`src/rtl/core/state_filter_with_undo_stack_unit_defines.svh`:
```
// ----------------------------------------------------------------------------
// State filter with undo stack: assertion macros
// Shared macros for the concurrent assertions of the state filter block.
// ----------------------------------------------------------------------------
`ifndef STATE_FILTER_WITH_UNDO_STACK_UNIT_DEFINES_SVH
`define STATE_FILTER_WITH_UNDO_STACK_UNIT_DEFINES_SVH

// The consequent must hold in the same cycle as the antecedent.
`define SFUS_ASSERT_SAME(label, clk, rst, ante, cons, msg) \
   label: assert property (@(posedge clk) disable iff (rst) (ante) |-> (cons)) \
      else $error(msg);

// The consequent must hold in the cycle after the antecedent.
`define SFUS_ASSERT_NEXT(label, clk, rst, ante, cons, msg) \
   label: assert property (@(posedge clk) disable iff (rst) (ante) |=> (cons)) \
      else $error(msg);

`endif

```
`src/rtl/core/sfus_pkg.sv`:
```
// ----------------------------------------------------------------------------
// State filter with undo stack: package
// Sizes, opcode and status codes, and the command types between the units.
// ----------------------------------------------------------------------------
package sfus_pkg;

   localparam int NUM_STATES     = 256;
   localparam int STACK_DEPTH    = 8;
   localparam int LAYER_CAPACITY = 32;

   localparam int OP_W     = 2;
   localparam int IDX_W    = 8;
   localparam int VAL_W    = 32;
   localparam int STATUS_W = 3;

   localparam int SH_W    = $clog2(NUM_STATES);
   localparam int LYR_W   = (STACK_DEPTH > 1) ? $clog2(STACK_DEPTH) : 1;
   localparam int SLOT_W  = (LAYER_CAPACITY > 1) ? $clog2(LAYER_CAPACITY) : 1;
   localparam int FILL_W  = $clog2(LAYER_CAPACITY + 1);
   localparam int CNT_W   = $clog2(STACK_DEPTH + 1);
   localparam int LOG_DEPTH = 1 << (LYR_W + SLOT_W);

   // Opcodes of a request beat.
   localparam logic [OP_W-1:0] OP_SET   = 2'd0;
   localparam logic [OP_W-1:0] OP_PUSH  = 2'd1;
   localparam logic [OP_W-1:0] OP_POP   = 2'd2;
   localparam logic [OP_W-1:0] OP_FORCE = 2'd3;

   // Status codes of a response beat.
   localparam logic [STATUS_W-1:0] STS_OK        = 3'd0;
   localparam logic [STATUS_W-1:0] STS_OVERFLOW  = 3'd1;
   localparam logic [STATUS_W-1:0] STS_UNDERFLOW = 3'd2;
   localparam logic [STATUS_W-1:0] STS_NO_LAYER  = 3'd3;
   localparam logic [STATUS_W-1:0] STS_FULL      = 3'd4;

   typedef struct packed {
      logic [IDX_W-1:0] index;
      logic [VAL_W-1:0] value;
   } log_entry_type;

   typedef struct packed {
      logic             rd_en;
      logic [SH_W-1:0]  rd_addr;
      logic             wr_en;
      logic [SH_W-1:0]  wr_addr;
      logic [VAL_W-1:0] wr_data;
   } shadow_cmd_type;

   typedef struct packed {
      logic              rd_en;
      logic [LYR_W-1:0]  rd_layer;
      logic [SLOT_W-1:0] rd_slot;
      logic              wr_en;
      logic [LYR_W-1:0]  wr_layer;
      logic [SLOT_W-1:0] wr_slot;
      log_entry_type     wr_entry;
   } journal_cmd_type;

endpackage

```
`src/rtl/core/sfus_sequencer.sv`:
```
// ----------------------------------------------------------------------------
// State filter with undo stack: sequencer
// Decodes request beats, drives both memories, keeps the layer stack and
// holds the response register.
// ----------------------------------------------------------------------------
module sfus_sequencer (
   input  logic                            clock,
   input  logic                            reset,
   input  logic                            req_valid,
   output logic                            req_stall,
   input  logic [sfus_pkg::OP_W-1:0]       req_opcode,
   input  logic [sfus_pkg::IDX_W-1:0]      req_state_index,
   input  logic [sfus_pkg::VAL_W-1:0]      req_new_value,
   output logic                            rsp_valid,
   input  logic                            rsp_stall,
   output logic [sfus_pkg::STATUS_W-1:0]   rsp_status,
   output logic [sfus_pkg::IDX_W-1:0]      rsp_write_index,
   output logic [sfus_pkg::VAL_W-1:0]      rsp_write_value,
   output logic                            rsp_last,
   output sfus_pkg::shadow_cmd_type        sh_cmd,
   input  logic [sfus_pkg::VAL_W-1:0]      sh_rd_data,
   input  logic                            clr_busy,
   output sfus_pkg::journal_cmd_type       jr_cmd,
   input  sfus_pkg::log_entry_type         jr_rd_entry
);
   import sfus_pkg::*;

   localparam logic [1:0] ST_IDLE = 2'd0;
   localparam logic [1:0] ST_EXEC = 2'd1;
   localparam logic [1:0] ST_POP  = 2'd2;

   logic [1:0]          state_ff, state_in;
   logic [OP_W-1:0]     op_ff, op_in;
   logic [IDX_W-1:0]    idx_ff, idx_in;
   logic [VAL_W-1:0]    val_ff, val_in;
   logic [CNT_W-1:0]    open_cnt_ff, open_cnt_in;
   logic [FILL_W-1:0]   fill_ff [STACK_DEPTH];
   logic [FILL_W-1:0]   fill_in [STACK_DEPTH];
   logic [FILL_W-1:0]   cnt_ff, cnt_in;

   logic                rsp_valid_ff, rsp_valid_in;
   logic [STATUS_W-1:0] rsp_status_ff, rsp_status_in;
   logic [IDX_W-1:0]    rsp_index_ff, rsp_index_in;
   logic [VAL_W-1:0]    rsp_value_ff, rsp_value_in;
   logic                rsp_last_ff, rsp_last_in;

   logic                accept;
   logic                out_free;
   logic                idx_ok;
   logic [LYR_W-1:0]    top_lyr;
   logic [FILL_W-1:0]   fill_top;
   logic [FILL_W-1:0]   cnt_dec;

   assign req_stall = (state_ff != ST_IDLE) || clr_busy;
   assign accept    = req_valid && !req_stall;
   assign out_free  = !rsp_valid_ff || !rsp_stall;
   assign idx_ok    = (32'(idx_ff) < 32'(NUM_STATES));
   assign top_lyr   = LYR_W'(open_cnt_ff - 1'b1);
   assign fill_top  = fill_ff[top_lyr];
   assign cnt_dec   = cnt_ff - 1'b1;

   always_comb begin
      state_in      = state_ff;
      op_in         = op_ff;
      idx_in        = idx_ff;
      val_in        = val_ff;
      open_cnt_in   = open_cnt_ff;
      fill_in       = fill_ff;
      cnt_in        = cnt_ff;
      rsp_valid_in  = rsp_valid_ff && rsp_stall;
      rsp_status_in = rsp_status_ff;
      rsp_index_in  = rsp_index_ff;
      rsp_value_in  = rsp_value_ff;
      rsp_last_in   = rsp_last_ff;
      sh_cmd        = '0;
      jr_cmd        = '0;

      unique case (state_ff)
         ST_IDLE: begin
            if (accept) begin
               op_in          = req_opcode;
               idx_in         = req_state_index;
               val_in         = req_new_value;
               sh_cmd.rd_en   = 1'b1;
               sh_cmd.rd_addr = SH_W'(req_state_index);
               state_in       = ST_EXEC;
            end
         end
         ST_EXEC: begin
            if (out_free) begin
               state_in = ST_IDLE;
               unique case (op_ff)
                  OP_SET: begin
                     if (idx_ok && (sh_rd_data != val_ff)) begin
                        rsp_valid_in = 1'b1;
                        rsp_last_in  = 1'b1;
                        rsp_index_in = '0;
                        rsp_value_in = '0;
                        if (open_cnt_ff == '0) begin
                           rsp_status_in = STS_NO_LAYER;
                        end else if (fill_top == FILL_W'(LAYER_CAPACITY)) begin
                           rsp_status_in = STS_FULL;
                        end else begin
                           jr_cmd.wr_en          = 1'b1;
                           jr_cmd.wr_layer       = top_lyr;
                           jr_cmd.wr_slot        = SLOT_W'(fill_top);
                           jr_cmd.wr_entry.index = idx_ff;
                           jr_cmd.wr_entry.value = sh_rd_data;
                           fill_in[top_lyr]      = fill_top + 1'b1;
                           sh_cmd.wr_en          = 1'b1;
                           sh_cmd.wr_addr        = SH_W'(idx_ff);
                           sh_cmd.wr_data        = val_ff;
                           rsp_status_in         = STS_OK;
                           rsp_index_in          = idx_ff;
                           rsp_value_in          = val_ff;
                        end
                     end
                  end
                  OP_PUSH: begin
                     if (open_cnt_ff == CNT_W'(STACK_DEPTH)) begin
                        rsp_valid_in  = 1'b1;
                        rsp_last_in   = 1'b1;
                        rsp_status_in = STS_OVERFLOW;
                        rsp_index_in  = '0;
                        rsp_value_in  = '0;
                     end else begin
                        open_cnt_in                  = open_cnt_ff + 1'b1;
                        fill_in[LYR_W'(open_cnt_ff)] = '0;
                     end
                  end
                  OP_POP: begin
                     if (open_cnt_ff == '0) begin
                        rsp_valid_in  = 1'b1;
                        rsp_last_in   = 1'b1;
                        rsp_status_in = STS_UNDERFLOW;
                        rsp_index_in  = '0;
                        rsp_value_in  = '0;
                     end else if (fill_top == '0) begin
                        open_cnt_in = open_cnt_ff - 1'b1;
                     end else begin
                        // Fetch the newest entry of the layer first.
                        cnt_in          = fill_top;
                        jr_cmd.rd_en    = 1'b1;
                        jr_cmd.rd_layer = top_lyr;
                        jr_cmd.rd_slot  = SLOT_W'(fill_top - 1'b1);
                        state_in        = ST_POP;
                     end
                  end
                  OP_FORCE: begin
                     if (idx_ok) begin
                        sh_cmd.wr_en   = 1'b1;
                        sh_cmd.wr_addr = SH_W'(idx_ff);
                        sh_cmd.wr_data = val_ff;
                        rsp_valid_in   = 1'b1;
                        rsp_last_in    = 1'b1;
                        rsp_status_in  = STS_OK;
                        rsp_index_in   = idx_ff;
                        rsp_value_in   = val_ff;
                     end
                  end
                  default: begin
                     state_in = ST_IDLE;
                  end
               endcase
            end
         end
         ST_POP: begin
            if (out_free) begin
               // Logged indexes were checked when logged, so they always fit.
               sh_cmd.wr_en   = 1'b1;
               sh_cmd.wr_addr = SH_W'(jr_rd_entry.index);
               sh_cmd.wr_data = jr_rd_entry.value;
               rsp_valid_in   = 1'b1;
               rsp_status_in  = STS_OK;
               rsp_index_in   = jr_rd_entry.index;
               rsp_value_in   = jr_rd_entry.value;
               rsp_last_in    = (cnt_dec == '0);
               cnt_in         = cnt_dec;
               if (cnt_dec == '0) begin
                  fill_in[top_lyr] = '0;
                  open_cnt_in      = open_cnt_ff - 1'b1;
                  state_in         = ST_IDLE;
               end else begin
                  jr_cmd.rd_en    = 1'b1;
                  jr_cmd.rd_layer = top_lyr;
                  jr_cmd.rd_slot  = SLOT_W'(cnt_dec - 1'b1);
               end
            end
         end
         default: begin
            state_in = ST_IDLE;
         end
      endcase
   end

   always_ff @(posedge clock) begin
      if (reset) begin
         state_ff     <= ST_IDLE;
         open_cnt_ff  <= '0;
         cnt_ff       <= '0;
         rsp_valid_ff <= 1'b0;
         for (int i = 0; i < STACK_DEPTH; i++) begin
            fill_ff[i] <= '0;
         end
      end else begin
         state_ff     <= state_in;
         open_cnt_ff  <= open_cnt_in;
         cnt_ff       <= cnt_in;
         rsp_valid_ff <= rsp_valid_in;
         fill_ff      <= fill_in;
      end
   end

   always_ff @(posedge clock) begin
      op_ff         <= op_in;
      idx_ff        <= idx_in;
      val_ff        <= val_in;
      rsp_status_ff <= rsp_status_in;
      rsp_index_ff  <= rsp_index_in;
      rsp_value_ff  <= rsp_value_in;
      rsp_last_ff   <= rsp_last_in;
   end

   assign rsp_valid       = rsp_valid_ff;
   assign rsp_status      = rsp_status_ff;
   assign rsp_write_index = rsp_index_ff;
   assign rsp_write_value = rsp_value_ff;
   assign rsp_last        = rsp_last_ff;

endmodule

```
`config.mk`:
```
export PLATFORM = sky130hd
export DESIGN_NAME = sfus_sequencer
export DESIGN_NICKNAME = d
export VERILOG_FILES = /design/src/rtl/core/state_filter_with_undo_stack_unit_defines.svh /design/src/rtl/core/sfus_pkg.sv /design/src/rtl/core/sfus_sequencer.sv
export SDC_FILE = /design/constraint.sdc
export NUM_CORES = 1
export LEC_CHECK = 0
export BUFFER_PORTS_ARGS = -buffer_cell sky130_fd_sc_hd__clkbuf_2
export CAP_MARGIN = 20
export CORE_MARGIN = 2
export CORE_UTILIZATION = 40
export CTS_BUF_LIST = sky130_fd_sc_hd__clkbuf_4 sky130_fd_sc_hd__clkbuf_8 sky130_fd_sc_hd__clkbuf_16
export DETAILED_ROUTE_END_ITERATION = 6
export GPL_TIMING_DRIVEN = 0
export PLACE_DENSITY_LB_ADDON = 0.08
export RECOVER_POWER = 50
export SYNTH_ARGS = -nofsm -noshare
export SYNTH_HDL_FRONTEND = slang
export SYNTH_SLANG_ARGS = --single-unit
```
`constraint.sdc`:
```
create_clock -name clock -period 7.62 [get_ports clock]
set_clock_uncertainty 0.15 [all_clocks]
set_input_delay 1.143 -clock clock [delete_from_list [all_inputs] [get_ports clock]]
set_output_delay 1.143 -clock clock [all_outputs]
set_load 0.02 [all_outputs]
```
=== Yosys cells after proc, flatten, opt, wreduce, memory -nomap -nowiden ===
Cells that the tools add are included.

* Input bits: 119
* Output and inout bits: 154
* Word-level logic and storage cells: 183
* Bits in registers: 147

* Add/subtract/negate cells: 6
* Multiplexer cells: 101
* Equal/unequal tests: 25
* Reductions and logical operators: 22
* Bitwise logic cells: 6
* Order comparisons: 4

{| class="wikitable"
|+ Operators with widths
! cell !! count
|-
| two-way mux 48 bit || 7
|-
| two-way mux 49 bit || 5
|-
| two-way mux 32 bit || 7
|-
| two-way mux 41 bit || 5
|-
| one-hot mux 48 bit (2 select lines) || 2
|-
| one-hot mux 41 bit (2 select lines) || 2
|-
| one-hot mux 32 bit (4 select lines) || 1
|-
| bitwise AND 48 bit || 2
|-
| NOT 48 bit || 2
|-
| one-hot mux 32 bit (2 select lines) || 1
|-
| two-way mux 9 bit || 7
|-
| two-way mux 58 bit || 1
|-
| two-way mux 8 bit || 7
|-
| two-way mux 6 bit || 9
|-
| bitwise mux 48 bit || 1
|-
| demux 6 bit (select 3 bit) || 2
|-
| != test 32 bit || 1
|-
| one-hot mux 8 bit (4 select lines) || 1
|-
| two-way mux 4 bit || 6
|-
| != test 3 bit, second input constant || 8
|-
| two-way mux 3 bit || 7
|-
| binary-select mux 6 bit (select 3 bit) || 1
|-
| one-hot mux 9 bit (2 select lines) || 1
|-
| one-hot mux 4 bit (2 select lines) || 2
|-
| 36 further kinds || 76
|}

=== Logic depth before layout (Yosys ltp) ===
* Word-level depth: 13
* Depth in mapped cells: 15
* Gate-level depth less buffers: 11

=== Worst setup path before layout ===
OpenSTA, ideal clock, no wires.

* Path type: input to register
* From: in sh_rd_data[23] (netlist name)
* To: reg rsp_last_ff, in the netlist rsp_last, enable pin
* Arrival time: 5.047 ns
* Path buffers: 0
* Slack: 1.905 ns
* Cell stages on the path: 7
* Library setup time: 0.518 ns
* Cell sequence: xor2_1 -> nor4_1 -> nand4_1 -> nor2_1 -> nand2_1 -> nand3_1 -> a221oi_1

* Word-level cells in the longest chain between the ends: 3

{| class="wikitable"
|+ Ends and longest elaborated chain
! what !! line !! source
|-
| start, declared || sfus_sequencer.sv:21 || <nowiki>input logic [sfus_pkg::VAL_W-1:0] sh_rd_data,</nowiki>
|-
| != test 32 bit || sfus_sequencer.sv:94 || <nowiki>if (idx_ok && (sh_rd_data != val_ff)) begin</nowiki>
|-
| != test 3 bit (no source line) || - ||
|-
| AND reduction 6 bit (no source line) || - ||
|-
| end signal, assigned || sfus_sequencer.sv:221 || <nowiki>rsp_last_ff <= rsp_last_in;</nowiki>
|-
| end, declared || sfus_sequencer.sv:45 || <nowiki>logic rsp_last_ff, rsp_last_in;</nowiki>
|}

Every way passes these cells.
A chain may end at the register's enable or synchronous reset.

==> impl_metrics.toml <==
[run_status]
outcome = "finished with violations"
violations = "capacitance limit, slew limit"

[pwr]
p_leak_uw = 0.00411
vdd_drop_max_mv = 0.168
power_uw = 2060
power_density_mw_per_mm2 = 195

[global_routing]
track_usage_pct = 26.7
grt_first_pass_wirelength_um = 44100
grt_overflow = 0
grt_max_degree = 34
grt_pass1_vias = 7289
antenna_found_initial = 0

[place]
io_buffers = 272
dp_hpwl_um = 22800
gp_congestion = 0.920

[min_path]
min_to = "fill_ff[1]$_SDFFE_PP0P_"
min_from = "fill_ff[1]$_SDFFE_PP0P_"
hold_path.class = "reg -> reg"
hold-path-cell-count = 2

[sta]
rsz0062_at_grt = "false"
setup_viol = 0
holdWs_ps = 305
min_period_ps = 6700
tightest_slew_ps = 1800
hold_viol = 0
slew_violations = 55
fmax_mhz = 149
period_share_pct = 88.0
relSlewSlack_pct = -20.1

[routing]
postRouteWirelength_um = 29900
wl_per_cell_um = 21.1
drt-initial-drc-count = 492
ant_nets = 0
first_pass_iters = 5
via_per_inst = 5.44
drc = 0
vias = 7721

[cts]
cts.sinks = 147
ctsHtreeMaxLevel = 4
cts.clk_slew.worst_paths_ps = 70
clockBufferDepth = 2
cts_root_buffer = "clkbuf_16"
cts_resized = 0
cts_inserted_buffers = 17
post_cts_buffers = 0
postCtsHoldBufs = 0
clk_latency_ps = 440
cts_tree = "done"

[final_layout]
mostFrequentLayoutCells = "clkbuf_2 (212), clkbuf_1 (108), nand2_1 (86), edfxtp_1 (86), dfxtp_1 (61)"
final_core_util_pct = 52.0
drive_above_1_share_pct = 25.9
antenna_cells = 0
area_growth_pct = 27.3
finalNetCount = 1272
final_common_cell = "clkbuf_2"

[floorplan]
core_area_mm2 = 0.0203
fp.dieH_um = 148
start_util_pct = 40.8
rows = 52
die-width_um = 148
die_area_mm2 = 0.0219
io_pins = 273

[worst_setup_path]
r2r-start = "open_cnt_ff[0]$_SDFFE_PP0P_"
path_max_fanout = 10
crit_type = "reg -> out"
cpMostUsedCell = "clkbuf_1"
path_cells = "clkbuf_1 -> buf_6 -> inv_1 -> ha_1 -> buf_2 -> clkbuf_1 -> mux4_2 -> mux2i_1 -> ha_1 -> nand4_2 -> and4_1 -> clkbuf_1 -> clkbuf_1 -> and2_1 -> clkbuf_2"
required_ps = 6330
critPathMaxStageDelay_ps = 530
setup.worst_path.start_class = "register"
critPathSlowestCell = "mux2i_1"
crit_path_end_kind = "output port"
arrival_ps = 5410
worstRegToRegCells = 13
r2r_setup_slack_ps = 2540
timing.rr.end = "rsp_write_value[6]$_DFFE_PP_"

[synthesis]
yosysUniqueCellTypes = 68
synth_nets = 977
syn_avg_cell_area_um2 = 9.85
synth-edff-count = 86
syn_inst = 842
async_reset_ff_share_pct = 0
synth_seq_area_share_pct = 45.9
yosysWarningCount = 0
ys_ff_latch = 147
synth.cell_area_mm2 = 0.00829
yosys_most_used_dff = "edfxtp_1"

[run]
cap_violations = 2
[Yosys cell counts (5+ instances only)]
library cell  number  area, µm²
o21ai_1           42        210
nor3_1             8       40.0
nor4_1             9       56.3
edfxtp_1          86       2580
mux2i_1           15        150
or2_2              5       31.3
o32ai_2            6       97.6
mux4_2             8        180
nand4_1            7       43.8
a22o_1            46        403
inv_1             51        191
nand2_1           86        323
o32ai_1           21        184
o22ai_1           15       93.8
nor2_1            39        146
nor3_2             7       70.1
nor2b_1            9       56.3
xnor2_1            8       70.1
ha_1              16        200
and2_1            55        344
xor2_1            37        324
a21oi_1           18       90.1
buf_2              9       45.0
nand3_1           52        260
o21ai_0           12       60.1
nand2b_1           6       37.5
dfxtp_1           61       1220
clkbuf_1          42        158
[state kept, by name, indices dropped and copies added (netlist names)]
| register | cells |
|---|---|
| rsp_last | 1 |
| open_cnt_ff | 4 |
| state_ff | 2 |
| op_ff | 2 |
| rsp_status | 3 |
| rsp_valid | 1 |
| cnt_ff | 6 |
| rsp_write_value | 32 |
| idx_ff | 8 |
| rsp_write_index | 8 |
| val_ff | 32 |
| fill_ff | 48 |
[layout make-up]
class / instances / area [µm²]
Clock buffer: 22 / 504
Timing Repair Buffer: 276 / 1300
Tap cell: 270 / 338
Inverter: 51 / 191
Fill cell: 1934 / 9750
Sequential cell: 147 / 3800
Clock inverter: 10 / 116
Multi-Input combinational cell: 589 / 4060
Buffer: 55 / 235
[cells by family after synthesis]
kind of cell,Yosys count,synth area share [%]
buf+inv,106,5.16
compound gates,195,17.6
simple gates,301,18.8
xor+xnor,48,5.34
fa+ha+maj,16,2.41
mux,29,4.83
flops,147,45.9
[worst max-delay path by stage]
stage,cells past startpoint,slack [ps],start,end
floorplan,7,1910,sh_rd_data[23],rsp_last$_SDFFCE_PN1P_
global placement,8,-800,sh_rd_data[26],rsp_write_value[7]$_DFFE_PP_
detailed placement,15,1450,open_cnt_ff[0]$_SDFFE_PP0P_,jr_cmd[36]
CTS,15,1000,open_cnt_ff[0]$_SDFFE_PP0P_,jr_cmd[36]
global route,15,520,open_cnt_ff[0]$_SDFFE_PP0P_,jr_cmd[36]
finish,15,920,open_cnt_ff[0]$_SDFFE_PP0P_,jr_cmd[35]
[critical path: cells and delay by family (launching register included)]
kind,cells,cell delay (ps)
mux,2,910
simple gates,3,750
buf+inv,8,2380
flops,1,330
fa+ha+maj,2,600
[per-stage QoR]
step / cells / setup TNS [ps] / cell area, µm² / setup WS [ps]
global route: 1420 / 0 / 10600 / 518
global placement: 1384 / -34920 / 9990 / -799
floorplan: 842 / 0 / 8290 / 1910
finish: 1420 / 0 / 10600 / 917
CTS: 1420 / 0 / 10700 / 1000
detailed placement: 1388 / 0 / 10100 / 1450
[power by group]
group,total [µW],switching [µW],internal [µW],leakage [µW]
registers,887,15.0,872,0.00130
clock network,888,348,539,0.000313
logic,287,193,93.5,0.00250
total,2060,557,1500,0.00411
[metal layers]
metal / part of all wire, % / global-route usage [%]
met4: 2.8 / 8.81
met1: 42 / 35.7
met5: 0 / 0
met2: 46 / 42.2
met3: 8.6 / 7.04
Note: power is estimated with default switching activity, not from simulation.
